--- src/gesture_vote_latch_filter_top_defines.svh ---
// assertion macros for the gesture vote and latch filter rtl
`ifndef GESTURE_VOTE_LATCH_FILTER_TOP_DEFINES_SVH
`define GESTURE_VOTE_LATCH_FILTER_TOP_DEFINES_SVH

// concurrent assertion on an explicit clock and active-low reset
`define GVLF_ASSERT_CLK(lbl, clk, rstn, prop, msg) \
  lbl: assert property (@(posedge clk) disable iff (!rstn) prop) else $error(msg);

// concurrent assertion on the block clock and reset
`define GVLF_ASSERT(lbl, prop, msg) \
  `GVLF_ASSERT_CLK(lbl, clk_i, rst_ni, prop, msg)

`endif

--- src/gvlf_pkg.sv ---
// types, constants and helpers for the gesture vote and latch filter
`timescale 1ns / 1ps

package gvlf_pkg;

  localparam int unsigned ClassW  = 3;
  localparam int unsigned CountW  = 3;
  localparam int unsigned CoolW   = 32;
  localparam int unsigned AbsentW = 8;
  localparam int unsigned TimeW   = 64;
  localparam int unsigned CfgIdxW = 1;

  // gesture class codes
  localparam logic [ClassW-1:0] GestNone  = 3'd0;
  localparam logic [ClassW-1:0] GestFist  = 3'd1;
  localparam logic [ClassW-1:0] GestTwo   = 3'd4;
  localparam logic [ClassW-1:0] GestThree = 3'd5;

  localparam logic [CountW-1:0] VotesLong  = 3'd4;
  localparam logic [CountW-1:0] VotesShort = 3'd3;

  // configuration register indexes
  localparam logic [CfgIdxW-1:0] CfgIdxCooldown = 1'b0;
  localparam logic [CfgIdxW-1:0] CfgIdxAbsent   = 1'b1;

  localparam logic [CoolW-1:0]   CooldownRst = 32'd1000;
  localparam logic [AbsentW-1:0] AbsentRst   = 8'd3;
  localparam logic [AbsentW-1:0] AbsentMax   = 8'hFF;

  typedef struct packed {
    logic [CoolW-1:0]   cooldown_ms;
    logic [AbsentW-1:0] absent_frames_needed;
  } gvlf_cfg_t;

  typedef struct packed {
    logic [ClassW-1:0] candidate_class;
    logic [CountW-1:0] confirm_count;
    logic [CountW-1:0] votes_needed;
    logic [ClassW-1:0] triggered_class;
    logic              is_latched;
  } gvlf_result_t;

  function automatic logic [CountW-1:0] votes_for(input logic [ClassW-1:0] g);
    logic [CountW-1:0] v;
    case (g) inside
      GestFist, GestTwo, GestThree: v = VotesLong;
      default:                      v = VotesShort;
    endcase
    return v;
  endfunction

endpackage

--- src/gesture_vote_latch_filter_top.sv ---
// top level of the gesture vote and latch filter
`timescale 1ns / 1ps

// gesture vote and latch filter. each input transfer is one camera frame: gesture class,
// hand-present flag and a 64-bit millisecond timestamp. every frame yields exactly one
// result transfer, in order. a class is triggered after a run of equal frames (four for
// fist, two and three, three for the others); the trigger latches the class with its time.
// while latched the block holds until the hand has been absent for absent_frames_needed
// frames and cooldown_ms has passed, or until a different gesture shows after the cooldown.
// timing: a frame waits in the input register, then the whole state update and the
// result are computed combinationally into the output register; one frame is taken
// every cycle while the output is not stalled. the longest path is the 64-bit elapsed-time
// subtract and compare against the cooldown. configuration is to be written through the
// plain write port (index 0 cooldown_ms, index 1 absent_frames_needed) only while no frame
// is in flight; the user is bound to this, the block itself does not enforce it.
module gesture_vote_latch_filter_top (
  input  logic                         clk_i,
  input  logic                         rst_ni,
  // configuration write port
  input  logic                         cfg_we_i,
  input  logic [gvlf_pkg::CfgIdxW-1:0] cfg_idx_i,
  input  logic [gvlf_pkg::CoolW-1:0]   cfg_wdata_i,
  // frame input channel
  input  logic                         in_valid_i,
  output logic                         in_stall_o,
  input  logic [gvlf_pkg::ClassW-1:0]  gesture_i,
  input  logic                         hand_present_i,
  input  logic [gvlf_pkg::TimeW-1:0]   now_ms_i,
  // result output channel
  output logic                         out_valid_o,
  input  logic                         out_stall_i,
  output logic [gvlf_pkg::ClassW-1:0]  candidate_class_o,
  output logic [gvlf_pkg::CountW-1:0]  confirm_count_o,
  output logic [gvlf_pkg::CountW-1:0]  votes_needed_o,
  output logic [gvlf_pkg::ClassW-1:0]  triggered_class_o,
  output logic                         is_latched_o
);
  import gvlf_pkg::*;

  gvlf_cfg_t    cfg;
  gvlf_result_t res;

  // input register
  logic              in_valid_q;
  logic [ClassW-1:0] gesture_q;
  logic              hand_q;
  logic [TimeW-1:0]  now_q;

  // output register
  logic         out_valid_q;
  gvlf_result_t res_q;

  logic out_free;  // output register can take a new result this cycle
  logic in_xfer;   // input transfer completes
  logic item_en;   // frame in the input register is processed

  assign out_free   = !out_valid_q || !out_stall_i;
  assign item_en    = in_valid_q && out_free;
  // input register frees up whenever its frame moves on
  assign in_stall_o = in_valid_q && !out_free;
  assign in_xfer    = in_valid_i && !in_stall_o;

  always_ff @(posedge clk_i or negedge rst_ni) begin
    if (!rst_ni) begin
      in_valid_q <= 1'b0;
    end else if (in_xfer) begin
      in_valid_q <= 1'b1;
    end else if (item_en) begin
      in_valid_q <= 1'b0;
    end
  end

  // payload registers need no reset
  always_ff @(posedge clk_i) begin
    if (in_xfer) begin
      gesture_q <= gesture_i;
      hand_q    <= hand_present_i;
      now_q     <= now_ms_i;
    end
  end

  gvlf_cfg u_cfg (
    .clk_i       (clk_i),
    .rst_ni      (rst_ni),
    .cfg_we_i    (cfg_we_i),
    .cfg_idx_i   (cfg_idx_i),
    .cfg_wdata_i (cfg_wdata_i),
    .cfg_o       (cfg)
  );

  gvlf_core u_core (
    .clk_i          (clk_i),
    .rst_ni         (rst_ni),
    .item_en_i      (item_en),
    .gesture_i      (gesture_q),
    .hand_present_i (hand_q),
    .now_ms_i       (now_q),
    .cfg_i          (cfg),
    .res_o          (res)
  );

  // result register: loads with the frame, drops once the transfer is taken
  always_ff @(posedge clk_i or negedge rst_ni) begin
    if (!rst_ni) begin
      out_valid_q <= 1'b0;
    end else if (item_en) begin
      out_valid_q <= 1'b1;
    end else if (!out_stall_i) begin
      out_valid_q <= 1'b0;
    end
  end

  always_ff @(posedge clk_i) begin
    if (item_en) begin
      res_q <= res;
    end
  end

  assign out_valid_o       = out_valid_q;
  assign candidate_class_o = res_q.candidate_class;
  assign confirm_count_o   = res_q.confirm_count;
  assign votes_needed_o    = res_q.votes_needed;
  assign triggered_class_o = res_q.triggered_class;
  assign is_latched_o      = res_q.is_latched;

endmodule

--- src/gvlf_cfg.sv ---
// configuration registers of the gesture vote and latch filter
`timescale 1ns / 1ps

module gvlf_cfg (
  input  logic                         clk_i,
  input  logic                         rst_ni,
  input  logic                         cfg_we_i,
  input  logic [gvlf_pkg::CfgIdxW-1:0] cfg_idx_i,
  input  logic [gvlf_pkg::CoolW-1:0]   cfg_wdata_i,
  output gvlf_pkg::gvlf_cfg_t          cfg_o
);
  import gvlf_pkg::*;

  gvlf_cfg_t cfg_d, cfg_q;

  always_comb begin
    cfg_d = cfg_q;
    if (cfg_we_i) begin
      unique case (cfg_idx_i)
        CfgIdxCooldown: cfg_d.cooldown_ms = cfg_wdata_i;
        CfgIdxAbsent:   cfg_d.absent_frames_needed = cfg_wdata_i[AbsentW-1:0];
        default:        cfg_d = cfg_q;
      endcase
    end
  end

  always_ff @(posedge clk_i or negedge rst_ni) begin
    if (!rst_ni) begin
      cfg_q.cooldown_ms          <= CooldownRst;
      cfg_q.absent_frames_needed <= AbsentRst;
    end else begin
      cfg_q <= cfg_d;
    end
  end

  assign cfg_o = cfg_q;

endmodule

--- src/gvlf_core.sv ---
// vote, latch and release state with the per-frame result logic
`timescale 1ns / 1ps
`include "gesture_vote_latch_filter_top_defines.svh"

module gvlf_core (
  input  logic                        clk_i,
  input  logic                        rst_ni,
  input  logic                        item_en_i,
  input  logic [gvlf_pkg::ClassW-1:0] gesture_i,
  input  logic                        hand_present_i,
  input  logic [gvlf_pkg::TimeW-1:0]  now_ms_i,
  input  gvlf_pkg::gvlf_cfg_t         cfg_i,
  output gvlf_pkg::gvlf_result_t      res_o
);
  import gvlf_pkg::*;

  logic [ClassW-1:0]  cand_class_q, cand_class_d;
  logic [CountW-1:0]  run_count_q, run_count_d;
  logic [ClassW-1:0]  held_class_q, held_class_d;
  logic               held_flag_q, held_flag_d;
  logic [AbsentW-1:0] absent_count_q, absent_count_d;
  logic [TimeW-1:0]   trigger_time_q, trigger_time_d;

  logic [TimeW-1:0]   since_trig;
  logic               elapsed;
  logic [AbsentW-1:0] absent_inc;
  logic [AbsentW-1:0] absent_next;
  logic [CountW-1:0]  need;
  logic [CountW-1:0]  run_inc;
  logic               done;
  gvlf_result_t       res;

  assign since_trig  = now_ms_i - trigger_time_q;
  assign elapsed     = since_trig >= {{(TimeW-CoolW){1'b0}}, cfg_i.cooldown_ms};
  assign absent_inc  = (absent_count_q == AbsentMax) ? AbsentMax : absent_count_q + 8'd1;
  assign absent_next = hand_present_i ? '0 :
                       ((absent_inc < cfg_i.absent_frames_needed) ? absent_inc
                                                                  : cfg_i.absent_frames_needed);
  assign need        = votes_for(gesture_i);
  assign run_inc     = run_count_q + 3'd1;

  always_comb begin
    cand_class_d   = cand_class_q;
    run_count_d    = run_count_q;
    held_class_d   = held_class_q;
    held_flag_d    = held_flag_q;
    absent_count_d = absent_count_q;
    trigger_time_d = trigger_time_q;
    res            = '0;
    done           = 1'b0;

    // latched: track absence and decide on hold, release or switch
    if (held_flag_q) begin
      absent_count_d = absent_next;
      cand_class_d   = GestNone;
      run_count_d    = '0;
      if (!hand_present_i) begin
        if (elapsed && (absent_next >= cfg_i.absent_frames_needed)) begin
          held_class_d   = GestNone;
          held_flag_d    = 1'b0;
          absent_count_d = '0;
          trigger_time_d = '0;
        end else begin
          res.is_latched = 1'b1;
          done           = 1'b1;
        end
      end else if (gesture_i == GestNone || gesture_i == held_class_q || !elapsed) begin
        res.candidate_class = gesture_i;
        res.votes_needed    = need;
        res.is_latched      = 1'b1;
        done                = 1'b1;
      end else begin
        held_flag_d    = 1'b0;
        absent_count_d = '0;
      end
    end

    // voting on the frame
    if (!done) begin
      if (gesture_i == GestNone) begin
        cand_class_d = GestNone;
        run_count_d  = '0;
      end else begin
        if (gesture_i != cand_class_d) begin
          cand_class_d = gesture_i;
          run_count_d  = 3'd1;
        end else begin
          run_count_d = (run_inc < need) ? run_inc : need;
        end
        res.candidate_class = cand_class_d;
        res.confirm_count   = run_count_d;
        res.votes_needed    = need;
        if (run_count_d >= need) begin
          held_flag_d         = 1'b1;
          held_class_d        = cand_class_d;
          trigger_time_d      = now_ms_i;
          absent_count_d      = '0;
          res.triggered_class = cand_class_d;
          res.is_latched      = 1'b1;
          cand_class_d        = GestNone;
          run_count_d         = '0;
        end
      end
    end
  end

  always_ff @(posedge clk_i or negedge rst_ni) begin
    if (!rst_ni) begin
      cand_class_q   <= GestNone;
      run_count_q    <= '0;
      held_class_q   <= GestNone;
      held_flag_q    <= 1'b0;
      absent_count_q <= '0;
      trigger_time_q <= '0;
    end else if (item_en_i) begin
      cand_class_q   <= cand_class_d;
      run_count_q    <= run_count_d;
      held_class_q   <= held_class_d;
      held_flag_q    <= held_flag_d;
      absent_count_q <= absent_count_d;
      trigger_time_q <= trigger_time_d;
    end
  end

  assign res_o = res;

  `GVLF_ASSERT(a_latched_no_run, held_flag_q |-> (run_count_q == '0), "run count while latched")
  `GVLF_ASSERT(a_cand_run_pair, (cand_class_q == GestNone) == (run_count_q == '0),
               "candidate and run count disagree")
  `GVLF_ASSERT(a_run_below_need, (run_count_q != '0) |-> (run_count_q < votes_for(cand_class_q)),
               "stored run reached its vote count")
  `GVLF_ASSERT(a_trig_latches, (item_en_i && res.triggered_class != GestNone) |-> res.is_latched,
               "trigger without latch")

endmodule

--- config.mk ---
export PLATFORM = sky130hd
export DESIGN_NAME = gesture_vote_latch_filter_top
export DESIGN_NICKNAME = d
export VERILOG_FILES = /design/src/gvlf_pkg.sv /design/src/gesture_vote_latch_filter_top.sv /design/src/gvlf_cfg.sv /design/src/gvlf_core.sv
export VERILOG_INCLUDE_DIRS = /design/src /design/src/src
export SDC_FILE = /design/constraint.sdc
export NUM_CORES = 1
export LEC_CHECK = 0
export BUFFER_PORTS_ARGS = -buffer_cell sky130_fd_sc_hd__buf_2
export CELL_PAD_IN_SITES_DETAIL_PLACEMENT = 2
export CELL_PAD_IN_SITES_GLOBAL_PLACEMENT = 2
export CORE_UTILIZATION = 34
export DETAILED_ROUTE_END_ITERATION = 7
export PLACE_DENSITY_LB_ADDON = 0.08
export SYNTH_ARGS = -nofsm -noshare
export SYNTH_HDL_FRONTEND = slang
export SYNTH_SLANG_ARGS = --single-unit
export TNS_END_PERCENT = 20
--- constraint.sdc ---
create_clock -name clk_i -period 5.55 [get_ports clk_i]
set_input_delay 0.2775 -clock clk_i [delete_from_list [all_inputs] [get_ports clk_i]]
set_output_delay 0.2775 -clock clk_i [all_outputs]
set_load 0.02 [all_outputs]
Yosys cells after proc, flatten, opt, wreduce, memory -nomap -nowiden. Cells that the tools add are included.

Input bits: 106. Output and inout bits: 15. Bits in registers: 205.

Equality and inequality tests: 8. $add $sub $neg: 3. Muxes and demuxes: 56. Reduce and logical (&&, ||, !) cells: 20. Magnitude comparators: 5. Bitwise logic cells: 2.

Operator list (count): $mux W64 (6); $mux W8 (10); $mux W3 (26); $ge A64 B32 Y1 (1); $sub A64 B64 Y64 (1); $mux W13 (2); $mux W1 (11); $add A8 B1 Y8 const B (1); $eq A8 B8 Y1 const B (1); $ge A8 B8 Y1 (1); $lt A8 B8 Y1 (1); $eq A3 B3 Y1 const B (2); $reduce_and A2 Y1 (3); $reduce_or A3 Y1 (2); $logic_not A1 Y1 (5); $logic_and A1 B1 Y1 (4); $mux W4 (1); $ne A2 B1 Y1 const B (2); $add A3 B1 Y3 const B (1); $eq A3 B1 Y1 const B (1); $eq A3 B3 Y1 (1); $ge A3 B3 Y1 (1); $logic_not A3 Y1 (1); $logic_or A1 B1 Y1 (3); other kinds (5) (6).

Depth between registers and ports, before layout. Gate-level depths: netlist of the first run.

Depth after elaboration: 15. Gate-level depth with buffers: 31.

Hierarchy. Synthesis of the first run repeated with hierarchy kept, for this count alone.

Cells, all modules: 1532. Area total of the unflattened synthesis: 14113.5 um^2.

Modules (own cells, without submodules): gvlf_core (cells each 1357, seq. area each 2052.0 um^2, instances 1, area an instance 9959.6 um^2); gesture_vote_latch_filter_top (cells each 89, seq. area each 2482.4 um^2, instances 1, area an instance 2524.9 um^2); gvlf_cfg (cells each 86, seq. area each 1011.0 um^2, instances 1, area an instance 1629.1 um^2).

Worst setup path after synthesis of the first run. Ideal clock, no wire load.

Path type: flip-flop to flip-flop. Start point: register u_core.absent_count_q[0]. End point: register res_q (netlist bit triggered_class_o[1]), data pin. Slack: 0.245 ns. Setup time: 0.255 ns. Data arrival time: 5.050 ns. Stages on the path, launching flop included: 30. Cell sequence: dfrtp_1 > ha_1 > and3_1 > and3_1 > nand3_1 > nand2b_1 > ha_1 > a21o_1 > a21oi_1 > o21ai_0 > a211oi_1 > nor2_1 > nor2_1 > buf_1 > a311o_1 > ha_1 > nand2b_1 > a21o_1 > a21o_1 > a21o_1 > a21oi_1 > nor2b_1 > o21ai_0 > nand2b_1 > a21oi_1 > mux2_2 > o21ai_1 > clkbuf_1 > clkbuf_1 > and3_1.

Longest elaborated chain between the ends: 11. Elaborated cells on any way between the ends: 12.

Ends and longest elaborated chain: start, declared (RTL line gvlf_core.sv:21) `logic [AbsentW-1:0] absent_count_q, absent_count_d;`; start signal, assigned (RTL line gvlf_core.sv:120) `absent_count_q <= absent_count_d;`; $add A8 B1 Y8 / $eq A8 B8 Y1 (equally long branches) (RTL line gvlf_core.sv:35) `assign absent_inc = (absent_count_q == AbsentMax) ? AbsentMax : absent_count_q + 8'd1;`; $mux W8 (*) (RTL line gvlf_core.sv:35); $lt A8 B8 Y1 (RTL line gvlf_core.sv:37) `((absent_inc < cfg_i.absent_frames_needed) ? absent_inc`; $mux W8 (*) (RTL line gvlf_core.sv:37); $mux W8 (*) (RTL line gvlf_core.sv:36) `assign absent_next = hand_present_i ? '0 :`; $ge A8 B8 Y1 (*) (RTL line gvlf_core.sv:58) `if (elapsed && (absent_next >= cfg_i.absent_frames_needed)) begin`; $logic_and A1 B1 Y1 (*) (RTL line gvlf_core.sv:58); $mux W1 (*) (RTL line gvlf_core.sv:58); $mux W1 (*) (RTL line gvlf_core.sv:57) `if (!hand_present_i) begin`; $mux W1 (*) (RTL line gvlf_core.sv:53) `if (held_flag_q) begin`; $reduce_or A3 Y1 (no line) (*); end signal, assigned (RTL line gesture_vote_latch_filter_top.sv:115) `res_q <= res;`; end, declared (RTL line gesture_vote_latch_filter_top.sv:51) `gvlf_result_t res_q;`.

Every way passes the cells marked *; elsewhere a longest branch is shown, timed or not. A chain may end at the register's enable or synchronous reset.

Final worst setup path of the first run.
Start point: register u_core.trigger_time_q[17]. End point: register u_core.trigger_time_q[33].

Longest elaborated chain between the ends: 9. Elaborated cells on any way between the ends: 15.

Ends and longest elaborated chain: start, declared (RTL line gvlf_core.sv:22) `logic [TimeW-1:0] trigger_time_q, trigger_time_d;`; start signal, assigned (RTL line gvlf_core.sv:121) `trigger_time_q <= trigger_time_d;`; $sub A64 B64 Y64 (*) (RTL line gvlf_core.sv:33) `assign since_trig = now_ms_i - trigger_time_q;`; $ge A64 B32 Y1 (*) (RTL line gvlf_core.sv:34) `assign elapsed = since_trig >= {{(TimeW-CoolW){1'b0}}, cfg_i.cooldown_ms};`; $logic_and A1 B1 Y1 (RTL line gvlf_core.sv:58); $mux W64 (RTL line gvlf_core.sv:58); $mux W64 (RTL line gvlf_core.sv:57); $mux W64 (RTL line gvlf_core.sv:53); $mux W64 (RTL line gvlf_core.sv:93) `if (run_count_d >= need) begin`; $mux W64 (RTL line gvlf_core.sv:80) `if (gesture_i == GestNone) begin`; $mux W64 (*) (RTL line gvlf_core.sv:79) `if (!done) begin`.

Marks and branches as above.

==> results of run 1 <==
## where the power goes
| group | internal (mW) | switching [mW] |
|---|---|---|
| Sequential | 1.94 | 0.175 |
| Combinational | 2.43 | 3.67 |
| Clock | 1.05 | 0.668 |
| Total | 5.42 | 4.51 |
## metrics by stage
step / util (%) / TNS, ns / hold WS (ns)
2_1_floorplan: - / 0 / -0.01809
3_3_place_gp: 38.34 / -0.1748 / 0.2128
3_5_place_dp: 38.34 / -13.80 / 0.2174
4_1_cts: 43.97 / 0 / 0.005130
5_1_grt: 45.20 / -10.23 / 0.05242
6_report: 45.20 / 0 / 0.04889
## area by class of cell
cell class / instances / area share [%]
Clock inverter: 9 / 0.5385
Multi-Input combinational cell: 1130 / 45.59
Inverter: 117 / 2.423
Timing Repair Buffer: 303 / 13.14
Sequential cell: 204 / 30.43
Tap cell: 525 / 3.624
Clock buffer: 37 / 4.260
## worst max-delay path, delay by kind of cell, from the launching register on
kind / cells / cell delay, ns
fa+ha+maj: 2 / 0.56
buf+inv: 4 / 0.57
flops: 1 / 0.35
compound gates: 9 / 1.96
simple gates: 8 / 1.87
xor+xnor: 1 / 0.09
## synth_stat cells (all sizes together), types with 18 or more instances
cell / count / area, um2
a21o: 29 / 217.7
a21oi: 121 / 616.9
nor2: 93 / 351.6
o21ai: 112 / 560.5
clkbuf: 54 / 202.7
edfxtp: 80 / 2402
nand2: 151 / 566.8
dfrtp: 116 / 2903
o31ai: 84 / 779.5
nand3: 94 / 470.5
ha: 117 / 1464
a211oi: 18 / 157.7
xor2: 20 / 175.2
nand4: 42 / 262.8
xnor2: 29 / 254.0
buf: 33 / 191.4
inv: 117 / 439.2
## cell families (layout without fill, tap and decap cells)
family,after synthesis,count (layout),share of synthesized area (%)
and+or+nand+nor,483,483,16.81
buffers and inverters,204,466,5.967
AOI/OAI and AO/OA,458,458,22.35
xor gates and xnor gates,49,49,3.073
DFF,204,204,39.49
adders and majority gates,118,118,10.63
muxes,22,22,1.684
## layer usage
layer	vias to the layer above	global-route usage [%]	part of all wire [%]
met5	-	0	0.051
met4	4	7.916	2.8
met3	84	3.484	2.8
met2	190	42.66	48
met1	6616	32.31	46
li1	6124	-	-
## state kept, by name, summed over array words and instances (netlist names)
name,cells
hand_q,1
votes_needed_o,2
candidate_class_o,3
gesture_q,3
u_core.held_class_q,3
u_core.cand_class_q,3
confirm_count_o,3
u_core.run_count_q,3
is_latched_o,1
u_core.absent_count_q,8
now_q,64
in_valid_q,1
triggered_class_o,3
u_core.held_flag_q,1
u_core.trigger_time_q,64
u_cfg.cfg_o,40
out_valid_o,1
## timing repair
action	4_1_cts	5_1_grt
endpoints found under the setup margin	92	92
gates cloned	3	1
buffers inserted	9	9
resized for setup	46	80
hold buffers	101	0
pin swaps	12	25
endpoints found under the hold margin	129	0
## worst paths after layout
check	startpoint	to	slack, ns	cells after the start
max	u_core.trigger_time_q[17]	u_core.trigger_time_q[33]	0.01	24
min	cfg_wdata_i[28]	u_cfg.cfg_o[36]	0.05	3
max reg2reg	u_core.trigger_time_q[17]	u_core.trigger_time_q[33]	0.01	24
min reg2reg	u_core.cand_class_q[1]	u_core.cand_class_q[1]	0.50	1
max in group asynchronous	rst_ni	u_core.trigger_time_q[40]	4.23	3
min in group asynchronous	rst_ni	u_cfg.cfg_o[4]	0.17	2
==> results_dict.tcl, run 1 <==
set metrics [dict create \
    setup_viol 0 \
    avgSynthCellArea_um2 9.081 \
    end_kind "flip-flop" \
    grt_use_total_pct 24.97 \
    register_area_um2 5515 \
    clk_pin_slew_ns 0.06 \
    cts-root-buf "clkbuf_16" \
    numCtsBuffers 25 \
    grt_pass1_wl_um 81050 \
    worstSetupPathType "reg -> reg" \
    layout_commonest_cell "nand2_1" \
    worstPathRequired_ns 5.99 \
    synth_area_um2 13970 \
    leakage_nw 7.653 \
    grt-ovfl-total 0 \
    wl_per_cell_um 22.75 \
    io_pins 121 \
    ys_seq_elements 204 \
    drive_above_1_share_pct 22.67 \
    fillers 4259 \
    outcome "completed" \
    placedInstanceArea_um2 15370 \
    path_cells "inv_1 -> ha_2 -> a21oi_1 -> o21ai_0 -> a21oi_1 -> nand2_2 -> a21oi_2 -> xnor2_1 -> ha_1 -> or4_1 -> a21oi_2 -> o32ai_1 -> a211oi_1 -> nand4_1 -> nor4b_2 -> and4_1 -> nand4_1 -> nor4_2 -> buf_4 -> o21ai_4 -> and2_4 -> buf_12 -> buf_16 -> o31ai_1" \
    path_max_fanout 9 \
    tritoncts "built" \
    drt_iter0_markers 511 \
    cts.path.max_buffers 3 \
    finalPower_mw 9.929 \
    final_hold_viol_count 0 \
    vias 13020 \
    fin_skew_ns 0.01231 \
    cap_viol_max_count 0 \
    final_cells 2325 \
    place_ws_ns -0.2823 \
    port_buffers 120 \
    h-tree-depth 1 \
    syn2layout_area_growth_pct 29.77 \
    grt_max_degree 69 \
    antennaDiodeCount 0 \
    antenna_found_initial 2 \
    ant_nets 0 \
    tightest_slew_ns 1.074 \
    clk_latency_ns 0.56 \
    dp_cells 2157 \
    worstPathArrival_ns 5.98 \
    start_util_pct 34.83 \
    synth.lib_cells_used.distinct 83 \
    place_congestion 0.8505 \
    period_needed_ns 5.539 \
    worst_slack_ns 0.01057 \
    finalCritPeriodShare_pct 99.81 \
    clock_sinks 204 \
    row_count 73 \
    dr.pass1.iters 5 \
    drc_errors 0 \
    synth_edf_count 80 \
    fmax_mhz 180.5 \
    multi_input_area_um2 8262 \
    grt_pass1_vias 14250 \
    synth_nets 1762 \
    dieArea_um2 41890 \
    die_w_um 204.7 \
    slowest_delay_ns 0.56 \
    synth_warnings 0 \
    p_per_area_nw_per_um2 547.9 \
    start_kind "flip-flop" \
    ys.flop_type "dfrtp_1" \
    core-area_um2 40100 \
    grt_setup_unrepaired "yes" \
    viasPerCell 5.599 \
    nets 2005 \
    slew_headroom_pct 28.39 \
    vdd_ir_drop_max_mv 0.2948 \
    hold_class "in -> reg" \
    die_y_um 204.7 \
    final_cell_mix "nand2_1, buf_2, inv_1, dfrtp_1, ha_1" \
    cpMaxStageDelayCell "or4_1" \
    slew_viol_final 0 \
    seq_area_frac_synth_pct 39.49 \
    totalWireLength_um 52890 \
    finalInstanceArea_um2 18120 \
    place_hpwl_um 37370 \
    synthCells 1538 \
    async_reset_ff_share_pct 60.78 \
]
Note: power is estimated with default switching activity, not from simulation.
==> run 2, diff against run 1 <==
- PLACE_DENSITY: default -> 0.73
- PLACE_DENSITY_LB_ADDON: 0.08 -> default
- REMOVE_ABC_BUFFERS: default -> 1
==> run 2 against run 1 <==
  * The run now ends with negative setup slack left
  * Clock power fell by 8%
  * Register-to-register slack worse by 0.04 ns
  * Fmax is 0.74% lower
  * Design area rose by 0.55%
  * Die area did not move
  * Via count increased by 1.3%
  * Flip-flop and latch count stayed put
  * Hold slack got worse by 0.026 ns
  * First-iteration DRC count increased by 6.1%
  * Core utilization is 0.25 points higher
  * Critical path type unchanged
  * Highest routed layer is now met4
==> results_dict.tcl, run 2 (same netlist as run 1, synthesis figures left out) <==
set metrics [dict create \
    grt_pass1_vias 14340 \
    cts.path.max_buffers 3 \
    slowest_delay_ns 0.48 \
    drt_iter0_markers 542 \
    critPathTopFamily "compound AO/OA/AOI/OAI gates" \
    switching_power_mw 4.600 \
    finalInstanceArea_um2 18220 \
    path_max_fanout 17 \
    p_per_area_nw_per_um2 545.0 \
    dieArea_um2 41890 \
    clock_sinks 204 \
    wl_per_cell_um 23.33 \
    slew_headroom_pct 39.70 \
    fillers 4254 \
    start_util_pct 34.83 \
    nets 2014 \
    antenna_found_initial 0 \
    die_w_um 204.7 \
    grt_max_degree 64 \
    fin_setup_tns_ns -0.04731 \
    core-area_um2 40100 \
    worst_slack_ns -0.03048 \
    dr.pass1.iters 5 \
    viasPerCell 5.651 \
    worstPathArrival_ns 6.02 \
    placedInstanceArea_um2 15360 \
    vdd_ir_drop_max_mv 0.2555 \
    worstSetupPathType "reg -> reg" \
    slew_viol_final 0 \
    syn2layout_area_growth_pct 30.48 \
    port_buffers 120 \
    drc_errors 0 \
    end_kind "flip-flop" \
    die_y_um 204.7 \
    place_hpwl_um 37500 \
    period_needed_ns 5.580 \
    grt_setup_unrepaired "yes" \
    vias 13190 \
    final_hold_viol_count 0 \
    layout_commonest_cell "nand2_1" \
    cts-root-buf "clkbuf_16" \
    finalCritPeriodShare_pct 100.5 \
    worstPathRequired_ns 5.99 \
    h-tree-depth 1 \
    start_kind "flip-flop" \
    hold_class "in -> reg" \
    switching_share_pct 46.32 \
    clk_latency_ns 0.56 \
    outcome "finished with violations" \
    final_cells 2334 \
    grt_use_total_pct 24.55 \
    fin_skew_ns 0.01946 \
    antennaDiodeCount 0 \
    cp_num_buf_inv 5 \
    tritoncts "built" \
    setup_viol 3 \
    ant_nets 0 \
    drive_above_1_share_pct 23.11 \
    fmax_mhz 179.2 \
    place_congestion 0.9012 \
    final_cell_mix "nand2_1, buf_2, dfrtp_1" \
    leakage_nw 7.629 \
    grt_pass1_wl_um 80900 \
    clk_pin_slew_ns 0.06 \
    dp_cells 2155 \
    p_int_mw 5.331 \
    tightest_slew_ns 0.8968 \
    violations "negative setup slack" \
    grt-ovfl-total 0 \
    cpMaxStageDelayCell "edfxtp_1" \
    seqPwrFrac_pct 21.3 \
    numCtsBuffers 26 \
    cap_viol_max_count 0 \
    totalWireLength_um 54450 \
    crit_path_frequent_cell "buf_4" \
    io_pins 121 \
    p_comb_share_pct 62.7 \
    row_count 73 \
    p_clk_share_pct 16.0 \
]
-- run 2: cell types whose count changed in the layout (fill, tap and decap cells not counted), moves of 3 or more --
cell / change
and2_4: -3
buf_4: +4
a21oi_1: -7
clkbuf_16: +3
and2_1: +3
a21oi_2: +8
clkbuf_8: -7
clkbuf_1: +8
-- run 2: path summary, 6_finish.rpt --
kind,from,to,slack [ns],depth (start not counted)
worst max register to register,now_q[2],u_core.trigger_time_q[36],-0.03,25
max in group asynchronous,rst_ni,u_core.trigger_time_q[39],4.24,3
worst min register to register,u_core.cand_class_q[1],u_core.cand_class_q[1],0.49,1
min in group asynchronous,rst_ni,u_cfg.cfg_o[2],0.16,2
worst min-delay path,cfg_wdata_i[23],u_cfg.cfg_o[31],0.02,3
worst max-delay path,now_q[2],u_core.trigger_time_q[36],-0.03,25
-- run 2: per-layer routing --
layer | track usage, % | up-vias | wire length (um)
met5 | 0 | - | 0
met4 | 6.263 | 0 | 1236
met3 | 2.895 | 73 | 1659
met2 | 42.77 | 232 | 26880
met1 | 32.00 | 6739 | 24670
li1 | - | 6145 | -
-- run 2: cell type report --
type / count / area [um2] / share of cell area (%)
Sequential cell: 204 / 5515 / 30.27
Multi-Input combinational cell: 1130 / 8351 / 45.83
Timing Repair Buffer: 311 / 2475 / 13.58
Tap cell: 525 / 656.9 / 3.605
Clock buffer: 38 / 705.7 / 3.873
Inverter: 117 / 439.2 / 2.410
Clock inverter: 9 / 80.08 / 0.4394
-- run 2: power by group through the flow --
stage	combinational [mW]	clock, mW	sequential [mW]
global route	6.75	1.70	2.15
floorplan	3.57	0	2.09
finish	6.23	1.59	2.11
CTS	5.59	1.63	2.11
detailed placement	5.39	0	2.13
global placement	5.19	0	2.10
-- run 2: timing repair --
action	in CTS	in global routing
hold endpoints to repair	130	0
pin swaps	9	33
setup endpoints to repair	93	94
hold buffers	102	0
setup buffers	1	22
gates cloned	0	7
resized for setup	23	122
-- run 2: through the flow --
| step | util, % | hold slack, ns | power, mW | setup WS (ns) |
|---|---|---|---|---|
| floorplan | - | -0.01809 | 5.658 | -3.405 |
| global placement | 38.31 | 0.1986 | 7.290 | 0.06147 |
| detailed placement | 38.31 | 0.1984 | 7.519 | -0.2720 |
| CTS | 43.16 | 0.01656 | 9.321 | 0.0001230 |
| global route | 45.45 | 0.002040 | 10.59 | -0.2326 |
| finish | 45.45 | 0.02283 | 9.932 | -0.03048 |
-- run 2: tightest hold or removal path, cell delays in order --
cell     delay (ns)
buf_2          0.08
nand2_1        0.07
o21ai_0        0.11
